File: src/hw/rtl/ip_route_hash_table_macros.svh
// Assertion macros for the route hash table, empty in synthesis.
`ifndef IP_ROUTE_HASH_TABLE_MACROS_SVH
`define IP_ROUTE_HASH_TABLE_MACROS_SVH

`ifndef SYNTHESIS

// Check the consequent in the same cycle as the antecedent.
`define RHT_ASSERT_SAME(label, ante, cons) \
    label: assert property (@(posedge i_clk) disable iff (!i_rst_n) (ante) |-> (cons)) \
        else $error("ip_route_hash_table: same-cycle check failed");

// Check the consequent in the cycle after the antecedent.
`define RHT_ASSERT_NEXT(label, ante, cons) \
    label: assert property (@(posedge i_clk) disable iff (!i_rst_n) (ante) |=> (cons)) \
        else $error("ip_route_hash_table: next-cycle check failed");

`else

`define RHT_ASSERT_SAME(label, ante, cons)
`define RHT_ASSERT_NEXT(label, ante, cons)

`endif

`endif

File: src/hw/rtl/rht_pkg.sv
// Shared types and constants of the route hash table.
`timescale 1ns / 1ps

package rht_pkg;

    // Default geometry of the table
    localparam int BUCKETS_DEF = 256;
    localparam int WAYS_DEF    = 4;

    // Field widths
    localparam int ADDR_W = 32;
    localparam int PORT_W = 8;
    localparam int ST_W   = 3;

    // Hash weight of the lowest octet and width of the raw octet sum
    localparam int HASH_PRIME = 59;
    localparam int SUM_W      = $clog2(255 * (3 + HASH_PRIME) + 1);

    // Commands
    localparam logic CMD_INSERT = 1'b0;
    localparam logic CMD_LOOKUP = 1'b1;

    // Result status codes
    localparam logic [ST_W-1:0] ST_HIT     = 3'd0;
    localparam logic [ST_W-1:0] ST_MISS    = 3'd1;
    localparam logic [ST_W-1:0] ST_NEW     = 3'd2;
    localparam logic [ST_W-1:0] ST_UPDATED = 3'd3;
    localparam logic [ST_W-1:0] ST_FULL    = 3'd4;

    // One way of a bucket
    typedef struct packed {
        logic              valid;
        logic [ADDR_W-1:0] addr;
        logic [PORT_W-1:0] port;
    } t_entry;

    // Outcome of one bucket search
    typedef struct packed {
        logic              wr_en;
        logic [ST_W-1:0]   status;
        logic [PORT_W-1:0] port_out;
    } t_result;

endpackage

File: src/hw/rtl/rht_hash.sv
// Three-stage bucket index pipeline: octet sum, reciprocal multiply, remainder.
`timescale 1ns / 1ps

module rht_hash import rht_pkg::*; #(
    parameter int BUCKETS = BUCKETS_DEF
) (
    input  logic                       i_clk,
    input  logic                       i_rst_n,
    input  logic                       i_valid,
    input  logic [ADDR_W-1:0]          i_ip_address,
    output logic                       o_valid,
    output logic [$clog2(BUCKETS)-1:0] o_index
);

    localparam int BKT_W = $clog2(BUCKETS);
    localparam int PRD_W = 2 * SUM_W;
    localparam int RECIP = (1 << SUM_W) / BUCKETS;
    localparam logic [SUM_W-1:0] RECIP_C = SUM_W'(RECIP);
    localparam logic [SUM_W-1:0] BKT_C   = SUM_W'(BUCKETS);
    localparam logic [SUM_W-1:0] PRIME_C = SUM_W'(HASH_PRIME);

    logic [2:0]       r_valid;
    logic [SUM_W-1:0] r_sum;
    logic [SUM_W-1:0] r_sum2;
    logic [SUM_W-1:0] r_quot;
    logic [BKT_W-1:0] r_index;

    logic [SUM_W-1:0] w_sum;
    logic [PRD_W-1:0] w_prod;
    logic [PRD_W-1:0] w_qb;
    logic [SUM_W-1:0] w_rem;
    logic [SUM_W-1:0] w_mod;

    // Weighted octet sum
    assign w_sum = SUM_W'(i_ip_address[31:24]) + SUM_W'(i_ip_address[23:16])
                 + SUM_W'(i_ip_address[15:8]) + SUM_W'(i_ip_address[7:0]) * PRIME_C;

    // Quotient estimate, at most one below the true quotient
    assign w_prod = PRD_W'(r_sum) * PRD_W'(RECIP_C);

    // Remainder with a single correction step
    assign w_qb  = PRD_W'(r_quot) * PRD_W'(BKT_C);
    assign w_rem = r_sum2 - w_qb[SUM_W-1:0];
    assign w_mod = (w_rem >= BKT_C) ? (w_rem - BKT_C) : w_rem;

    // Advance the valid flags
    always_ff @(posedge i_clk) begin
        if (!i_rst_n) begin
            r_valid <= '0;
        end else begin
            r_valid <= {r_valid[1:0], i_valid};
        end
    end

    // Advance the data stages
    always_ff @(posedge i_clk) begin
        r_sum   <= w_sum;
        r_sum2  <= r_sum;
        r_quot  <= w_prod[PRD_W-1:SUM_W];
        r_index <= w_mod[BKT_W-1:0];
    end

    assign o_valid = r_valid[2];
    assign o_index = r_index;

endmodule

File: config.mk
export PLATFORM = sky130hd
export DESIGN_NAME = rht_hash
export DESIGN_NICKNAME = d
export VERILOG_FILES = /design/src/hw/rtl/ip_route_hash_table_macros.svh /design/src/hw/rtl/rht_pkg.sv /design/src/hw/rtl/rht_hash.sv
export SDC_FILE = /design/constraint.sdc
export NUM_CORES = 1
export LEC_CHECK = 0
export ABC_AREA = 1
export BUFFER_PORTS_ARGS = -buffer_cell sky130_fd_sc_hd__buf_4
export CORE_ASPECT_RATIO = 1.25
export CORE_MARGIN = 2
export CORE_UTILIZATION = 53
export DETAILED_ROUTE_END_ITERATION = 16
export HOLD_SLACK_MARGIN = 0.1
export PLACE_DENSITY = 0.87
export SYNTH_ARGS = -nofsm -noshare
export SYNTH_HDL_FRONTEND = slang
export SYNTH_SLANG_ARGS = --single-unit
export TNS_END_PERCENT = 5
File: constraint.sdc
create_clock -name i_clk -period 4.25 [get_ports i_clk]
set_input_delay 0.6375 -clock i_clk [delete_from_list [all_inputs] [get_ports i_clk]]
set_output_delay 0.6375 -clock i_clk [all_outputs]
set_load 0.01 [all_outputs]
==> impl_metrics.csv <==
group,metric,value,unit
run_status,outcome,"finished clean",
synthesis,synthAdderAreaFrac,40.8,%
power_and_ir_drop,leakage,1.26,nW
sta,setup_viol,0,
synthesis,yosys.area_share.simple,12.1,%
critical_path,path_class,"primary input to register",
clock_network,clock_path_buffers,2,
clock_network,cts_tree,"yes",
sta,post-route-period-util,88.6,%
power_and_ir_drop,ir_drop,0.434,mV
floorplanning,die_h,69.2,um
critical_path,start_kind,"primary input",
synthesis,yosys_warnings,0,
clock_network,clk_pin_slew_worst_paths,0.08,ns
critical_path,worstPathRequired,4.42,ns
job,cap_violations,0,
critical_path,worstPathArrival,3.94,ns
synthesis,synthXorXnorAreaFrac,3.40,%
global_route,grt_usage,17.7,%
sta,report.final.slew_viol_count,0,
sta,fmax,266,MHz
sta,fin_crit,3.76,ns
synthesis,ys_seq_elements,27,
sta,rsz0062_at_grt,"no",
synthesis,synth_top_area_share,30.0,%
synthesis,seq_area_frac_synth,30.0,%
floorplanning,dieArea,0.00389,mm2
clock_network,cts_root_buf,"clkbuf_8",
synthesis,synth.area.top_cells,"dfxtp_1 30%, fa_1 26%, ha_1 15%, inv_1 11%, nand2_1 6.7%",
drt,routed_via_density,4.67,
clock_network,cts.sinks,27,
global_route,grt_max_degree,17,
sta,worstMarginPinSlew,0.200,ns
floorplanning,rows,23,
floorplanning,core_area,0.00322,mm2
cells_and_area,drive_gt1_share,25.3,%
synthesis,synthDistinctLibCells,15,
clock_network,ctsResizeCount,0,
cells_and_area,multiInputGateArea,0.00105,mm2
synthesis,ys_async_sr_fraction,0,%
synthesis,syn_area_per_cell,9.50,um2
synthesis,synth_top_family_by_area,"adder cells",
drt,dr.first_iter.drc_count,20,
floorplanning,io_pins,44,
floorplanning,start_util,56.0,%
critical_path,reg2reg_depth,2,
synthesis,muxShareOfSynthArea,0,%
critical_path,cp_max_fo,5,
placement,dpl.hpwl,2.69,mm
sta,hold_violations,0,
synthesis,syn_inst,190,
sta,setup_tns,0,ns
clock_network,cts_setup_buffers,0,
global_route,grt_pass1_vias,1366,
synthesis,ys.flop_type,"dfxtp_1",
clock_network,clock_latency,0.27,ns
global_route,grt-ovfl-total,0,
cells_and_area,num-fill-cells,261,
hold_path,hold_depth,0,
cells_and_area,antennaDiodeCount,0,
placement,gp_congestion,0.836,
synthesis,netlist_area,0.00180,mm2
drt,drt_drc_violations_left,0,
hold_path,min_path_type,"register to register",
power_and_ir_drop,powerDensity,553,mW/mm2
drt,wl_per_cell,10.9,um
floorplanning,die_x,56.2,um
drt,wirelength,3.00,mm
drt,vias,1279,
power_and_ir_drop,total_power,1.23,mW
drt,dr.pass1.iters,4,
synthesis,synth_common_cells,"53 x inv_1, 32 x nand2_1, 27 x dfxtp_1",
synthesis,synth_top_area_cell,"dfxtp_1",
global_route,grt_first_pass_wirelength,5.48,mm
sta,fin_skew,0.00202,ns
placement,io_buffers,43,
global_route,antenna_found_initial,0,
drt,antenna_violating_nets_post_route,0,
synthesis,synth-compound-area-share,1.87,%
cells_and_area,area_delta_synth_final,23.2,%
clock_network,cts.htree.levels,1,
cells_and_area,num-nets-final,318,
cells_and_area,seq_area,541,um2
critical_path,end_kind,"register",
clock_network,holdBufCountCts,0,
synthesis,yosysMostFrequentCell,"inv_1",
sta,slew_headroom,86.5,%
synthesis,synth_edf_count,0,
synthesis,synth_nets,270,
clock_network,cts_made_buffers,3,
-- worst max-delay path, cell delays in order --
cell and delay (ns):
buf_4 0.14, fa_1 0.59, xor2_1 0.16, ha_1 0.27, fa_1 0.55, inv_1 0.06
fa_1 0.52, inv_1 0.04, ha_1 0.34, nand2_1 0.10, inv_2 0.04, a21oi_2 0.14
nand3_1 0.10, nand2_2 0.08, inv_1 0.04, nand3_1 0.07, nand2_1 0.05
-- cells by family after synthesis --
kind of cell	count (synthesis)
buf+inv	57
fa+ha+maj	45
compound gates	6
simple gates	48
flops	27
xor+xnor	7
-- area by class of cell --
cell class | instances | area share, %
tap | 37 | 2.08
timing repair buffer | 43 | 14.5
multi-input combinational | 106 | 47.2
sequential | 27 | 24.3
clock inverter | 1 | 0.338
clock buffer | 3 | 1.86
inverter | 57 | 9.63
-- cell usage in the layout (no fill, tap or decap), drive strengths merged --
cell type	netlist	layout
a21oi	5	5
buf	0	43
clkbuf	0	3
clkinvlp	0	1
dfxtp	27	27
fa	23	23
ha	22	22
inv	57	57
nand2	38	38
nand2b	1	1
nand3	9	9
o21ai	1	1
xnor2	3	3
xor2	4	4
-- per-layer routing --
| metal | track usage, % | vias to the layer above | part of all wire, % |
|---|---|---|---|
| met5 | 0 | - | 0 |
| met4 | 8.20 | 0 | 2.7 |
| met2 | 35.2 | 37 | 57 |
| met1 | 17.8 | 590 | 37 |
| li1 | - | 645 | - |
| met3 | 1.68 | 7 | 3.9 |
-- worst paths after layout --
check	startpoint	endpoint	slack, ns
max	i_ip_address[0]	r_sum[7]	0.49
min	r_sum[4]	r_sum2[4]	0.33
max reg2reg	r_valid[0]	r_valid[1]	3.77
min reg2reg	r_sum[4]	r_sum2[4]	0.33
-- sequential cells by signal, summed over array words and instances (netlist names) --
register  flops
r_valid       3
o_index       8
r_sum         8
r_sum2        8
-- through the flow --
step,cell area [um2],worst slack (ns),utilization (%),hold WS [ns],cells
2_1_floorplan,1800,0.485,-,0.310,190
3_3_place_gp,2170,0.282,67.4,0.310,270
3_5_place_dp,2170,0.173,67.4,0.312,270
4_1_cts,2220,0.475,68.9,0.330,274
5_1_grt,2220,0.287,68.9,0.336,274
6_report,2220,0.486,68.9,0.331,274
-- power breakdown --
| part | switching (mW) | internal, mW |
|---|---|---|
| Clock | 0.0739 | 0.0664 |
| Sequential | 0.0242 | 0.372 |
| Combinational | 0.379 | 0.313 |
| Total | 0.477 | 0.751 |
Note: power is estimated with default switching activity, not from simulation.
