==> src/hw/rtl/ip_route_hash_table_macros.svh <==
// Assertion macros for the route hash table, empty in synthesis.
`ifndef IP_ROUTE_HASH_TABLE_MACROS_SVH
`define IP_ROUTE_HASH_TABLE_MACROS_SVH

`ifndef SYNTHESIS

// Check the consequent in the same cycle as the antecedent.
`define RHT_ASSERT_SAME(label, ante, cons) \
    label: assert property (@(posedge i_clk) disable iff (!i_rst_n) (ante) |-> (cons)) \
        else $error("ip_route_hash_table: same-cycle check failed");

// Check the consequent in the cycle after the antecedent.
`define RHT_ASSERT_NEXT(label, ante, cons) \
    label: assert property (@(posedge i_clk) disable iff (!i_rst_n) (ante) |=> (cons)) \
        else $error("ip_route_hash_table: next-cycle check failed");

`else

`define RHT_ASSERT_SAME(label, ante, cons)
`define RHT_ASSERT_NEXT(label, ante, cons)

`endif

`endif

==> src/hw/rtl/rht_pkg.sv <==
// Shared types and constants of the route hash table.
`timescale 1ns / 1ps

package rht_pkg;

    // Default geometry of the table
    localparam int BUCKETS_DEF = 256;
    localparam int WAYS_DEF    = 4;

    // Field widths
    localparam int ADDR_W = 32;
    localparam int PORT_W = 8;
    localparam int ST_W   = 3;

    // Hash weight of the lowest octet and width of the raw octet sum
    localparam int HASH_PRIME = 59;
    localparam int SUM_W      = $clog2(255 * (3 + HASH_PRIME) + 1);

    // Commands
    localparam logic CMD_INSERT = 1'b0;
    localparam logic CMD_LOOKUP = 1'b1;

    // Result status codes
    localparam logic [ST_W-1:0] ST_HIT     = 3'd0;
    localparam logic [ST_W-1:0] ST_MISS    = 3'd1;
    localparam logic [ST_W-1:0] ST_NEW     = 3'd2;
    localparam logic [ST_W-1:0] ST_UPDATED = 3'd3;
    localparam logic [ST_W-1:0] ST_FULL    = 3'd4;

    // One way of a bucket
    typedef struct packed {
        logic              valid;
        logic [ADDR_W-1:0] addr;
        logic [PORT_W-1:0] port;
    } t_entry;

    // Outcome of one bucket search
    typedef struct packed {
        logic              wr_en;
        logic [ST_W-1:0]   status;
        logic [PORT_W-1:0] port_out;
    } t_result;

endpackage

==> src/hw/rtl/rht_match.sv <==
// Bucket search and row update: exact match, first free way, status.
`timescale 1ns / 1ps

module rht_match import rht_pkg::*; #(
    parameter int WAYS = WAYS_DEF
) (
    input  t_entry [WAYS-1:0] i_row,
    input  logic              i_cmd,
    input  logic [ADDR_W-1:0] i_ip_address,
    input  logic [PORT_W-1:0] i_port_value,
    output t_entry [WAYS-1:0] o_row,
    output t_result           o_result
);

    logic [WAYS-1:0]   w_hit;
    logic [WAYS-1:0]   w_free;
    logic [WAYS-1:0]   w_first;
    logic [PORT_W-1:0] w_hit_port;

    // Compare every way and gather the port of the matching one
    always_comb begin
        w_hit_port = '0;
        for (int w = 0; w < WAYS; w++) begin
            w_hit[w]  = i_row[w].valid && (i_row[w].addr == i_ip_address);
            w_free[w] = !i_row[w].valid;
            if (w_hit[w]) begin
                w_hit_port = w_hit_port | i_row[w].port;
            end
        end
    end

    // Lowest free way
    assign w_first = w_free & (~w_free + WAYS'(1));

    // Build the written-back row and the result
    always_comb begin
        o_row             = i_row;
        o_result.wr_en    = 1'b0;
        o_result.status   = ST_FULL;
        o_result.port_out = '0;
        if (i_cmd == CMD_LOOKUP) begin
            if (|w_hit) begin
                o_result.status   = ST_HIT;
                o_result.port_out = w_hit_port;
            end else begin
                o_result.status = ST_MISS;
            end
        end else if (|w_hit) begin
            o_result.wr_en  = 1'b1;
            o_result.status = ST_UPDATED;
            for (int w = 0; w < WAYS; w++) begin
                if (w_hit[w]) begin
                    o_row[w].port = i_port_value;
                end
            end
        end else if (|w_free) begin
            o_result.wr_en  = 1'b1;
            o_result.status = ST_NEW;
            for (int w = 0; w < WAYS; w++) begin
                if (w_first[w]) begin
                    o_row[w].valid = 1'b1;
                    o_row[w].addr  = i_ip_address;
                    o_row[w].port  = i_port_value;
                end
            end
        end
    end

endmodule

==> config.mk <==
export PLATFORM = sky130hd
export DESIGN_NAME = rht_match
export DESIGN_NICKNAME = d
export VERILOG_FILES = /design/src/hw/rtl/ip_route_hash_table_macros.svh /design/src/hw/rtl/rht_pkg.sv /design/src/hw/rtl/rht_match.sv
export SDC_FILE = /design/constraint.sdc
export NUM_CORES = 1
export LEC_CHECK = 0
export BUFFER_PORTS_ARGS = -buffer_cell sky130_fd_sc_hd__clkbuf_2
export CORE_AREA = 2 2 148 150
export DETAILED_ROUTE_END_ITERATION = 16
export DIE_AREA = 0 0 150 152
export PLACE_DENSITY = 0.52
export SLEW_MARGIN = 10
export SYNTH_ARGS = -nofsm -noshare
export SYNTH_HDL_FRONTEND = slang
export SYNTH_SLANG_ARGS = --single-unit
==> constraint.sdc <==
create_clock -name vclk -period 4.15
set_input_delay 0.415 -clock vclk [all_inputs]
set_output_delay 0.415 -clock vclk [all_outputs]
set_load 0.03 [all_outputs]
==> results by stage <==
Layout:
- The most common library cell in the layout ignoring fill and taps is sky130_fd_sc_hd__clkbuf_2.
- In the finished layout, the clock tree contains a buffer count of 0.
- The share of cells above drive strength 1 is 68.26%.
- Relative to the synthesized area, the layout overhead comes to 56.47%.
- The top cell types in the final layout, fill and taps aside, are 381 x sky130_fd_sc_hd__clkbuf_2, 92 x sky130_fd_sc_hd__mux2_2, 63 x sky130_fd_sc_hd__xor2_1.
- Counting the fill cells in the layout gives 2,300.
- The design has 0 sequential cells.
- The number of nets in the layout is 1,086.
- The flip-flop and latch area is 0 um^2.

Global routing:
- The fraction of met3 tracks used by global routing is 2.883%.
- In this run the most used layer during global routing was met2.
- The global routing met2 resource utilization is 41.49%.
- Entering global routing, the biggest net connects 20 pins.
- The met1 usage is 25.82%.
- The global-route wire length before repair is 36,710 um.
- The leftover overflow at the end of global routing is 0.
- Global routing used 21.90% of the available tracks.
- The number of antenna violations at the first check in global routing is 2.
- The via count of the first global-routing pass is 5,692.

Pwr:
- The internal portion of the total power is 0.0003798 W.
- The combinational fraction of design power is 100.0%.
- The switching portion of total power is 61.12%.
- Dividing total power by cell area gives a power density of 139.9 nW/um^2.
- The net switching power figure is 0.0005971 W.
- In this run the static leakage power is 3.458 nW.
- The design draws 0.0009770 W.
- The part of the total power dissipated in the clock network is 0%.
- The sequential share of power is 0%.
- The largest voltage drop on the vdd net is 0.05804 mV.

STA:
- The number of max-slew violations in the final report is 0.
- The number of hold violations in the final report was 0.
- The worst max-slew margin expressed relative to the limit is 16.84%.
- Setup repair after global routing left no endpoint under its margin.
- At the pin with the least slew margin, the transition time is 1247 ps.
- Setup violations remaining at the end of the flow were counted as 0.
- The final setup slack of the worst path is 198.1 ps.
- The maximum clock frequency is 253.0 MHz.
- Dividing the final minimum period by the clock period gives 95.23%.
- The worst path in the final design needs a cycle of 3952 ps, including I/O delays and setup.
- The sum of negative setup slack is 0 ps.
- The final-layout worst hold slack is 1229 ps.

Place:
- Timing analysis after detailed placement gives a worst setup slack of 66.24 ps.
- The routability congestion estimate from global placement is 0.8704.
- Port buffering added 381 buffers.
- After legalization and detailed placement, the total HPWL measured 23,900 um.

Synth:
- A synthesized cell averages 9.037 um^2.
- The sequential area share after synthesis is 0%.
- For this run, the number of Yosys warnings is 0.
- The synthesized cell area is 4464 um^2.
- The cell count after synthesis came out at 494.
- The net count after synthesis is 699.
- The netlist uses 35 different library cells.

Worst setup path:
- The classification of the worst setup path is input pin to output port.
- The worst setup path is captured at an output port.
- Of all nets on the critical path, the largest fanout is 17.
- The type of origin of the critical path is an input pin.
- The required time of the critical path is 3730 ps.
- The endpoint arrival time on the critical path is 3540 ps.

Route:
- The number of DRC markers after the initial detailed-route iteration is 255.
- The vias after detailed routing is 5,577.
- Once detail routing completed, the nets flagged for antenna violations numbered 0.
- Dividing the detail-routed via count by the number of cells gives 4.804.
- The number of remaining DRC errors is 0.
- After detailed routing, the average wire length per cell comes to 23.10 um.
- The number of iterations in the first detailed-routing pass is 5.
- The total wirelength of the detailed-routed design is 26,820 um.

Clock network:
- The hold buffer count at CTS is 0.
- The post-cts repair resize count is 0.
- The number of setup buffers added after CTS is 0.

Floorplanning:
- The initial utilization of the core area, before any placement, comes to 20.91%.
- The die footprint is 22,800 um^2.
- The floorplan step defined a core boundary enclosing 21,350 um^2.
- Measured along the y axis, the die boundary spans 152 um.
- The die span in x is 150 um.
- The number of top-level design ports is 381.
- The floorplan has 54 rows.

Min path:
- The kind of path behind the tightest hold check is input pin to output port.

Status:
- The flow ran to the end, and the final reports show no timing, DRC or antenna violations.

Flow run:
- Max-cap violations in this run came to 0.
[area by class of cell]
| class | count | area (um^2) | share of cell area [%] |
|---|---|---|---|
| multi-input cells | 443 | 4173 | 59.73 |
| well taps | 280 | 350.3 | 5.015 |
| diodes | 2 | 5.005 | 0.07165 |
| repair buffers | 436 | 2457 | 35.18 |
[worst max-delay path, cell delays in order]
cell	delay, ps
sky130_fd_sc_hd__clkbuf_2	160
sky130_fd_sc_hd__buf_12	170
sky130_fd_sc_hd__xnor2_1	380
sky130_fd_sc_hd__nand4bb_1	190
sky130_fd_sc_hd__or3_1	440
sky130_fd_sc_hd__nor4_4	380
sky130_fd_sc_hd__or4_1	320
sky130_fd_sc_hd__buf_4	160
sky130_fd_sc_hd__or3_2	180
sky130_fd_sc_hd__buf_12	200
sky130_fd_sc_hd__mux2_2	350
sky130_fd_sc_hd__clkbuf_2	180
[power by group through the flow]
stage	combinational (W)	clock [W]	sequential, W
floorplan	0.000595	0	0
finish	0.000977	0.0000000000645	0
CTS	0.000980	0	0
global route	0.00103	0.0000000000645	0
detailed placement	0.000976	0	0
global placement	0.000978	0	0
[through the flow]
step | cell area (um^2) | std cells | utilization, %
3_3_place_gp | 6900 | 1150 | 32.32
5_1_grt | 6985 | 1161 | 32.72
4_1_cts | 6900 | 1150 | 32.32
2_1_floorplan | 4464 | 494 | -
6_report | 6985 | 1161 | 32.72
3_5_place_dp | 6900 | 1150 | 32.32
[metal layers]
layer	part of all wire, %	up-vias
met5	0	-
met4	2.5	0
met3	7.2	28
met2	51	311
met1	40	2635
li1	-	2603
[worst paths after layout]
path,start,endpoint,depth (start not counted)
setup / recovery,i_ip_address[30],o_row[50],12
hold / removal,i_row[129],o_row[129],3
[cell families (layout without fill, tap and decap cells)]
group,after synthesis,in the layout,synth area share [%]
and+or+nand+nor,124,124,17.80
buffers and inverters,51,436,6.867
AOI/OAI and AO/OA,34,34,5.409
xor gates and xnor gates,125,125,24.52
muxes,160,160,45.40
other,0,2,0
[synthesized netlist by cell type (all sizes together)]
| master | number | area, um^2 |
|---|---|---|
| nor4 | 32 | 230.2 |
| or3 | 7 | 43.79 |
| nand4bb | 2 | 22.52 |
| a21o | 2 | 15.01 |
| nand3b | 1 | 7.510 |
| a211oi | 1 | 20.02 |
| nor4b | 3 | 26.28 |
| or2 | 1 | 6.260 |
| nor3 | 8 | 55.05 |
| nand2b | 10 | 62.56 |
| buf | 48 | 295.3 |
| nand4b | 3 | 26.28 |
| xor2 | 63 | 551.8 |
| a31oi | 3 | 18.77 |
| a31o | 1 | 8.760 |
| nand2 | 13 | 48.80 |
| and3 | 4 | 30.03 |
| nand4 | 17 | 106.4 |
| or4 | 6 | 45.04 |
| a22oi | 16 | 120.1 |
| a21oi | 11 | 58.81 |
| clkbuf | 3 | 11.26 |
| xnor2 | 62 | 543.0 |
| nand3 | 14 | 70.07 |
| nor2 | 2 | 7.510 |
| nor2b | 1 | 6.260 |
| mux2 | 160 | 2027 |
No activity file was read; power rests on OpenSTA's default activity.
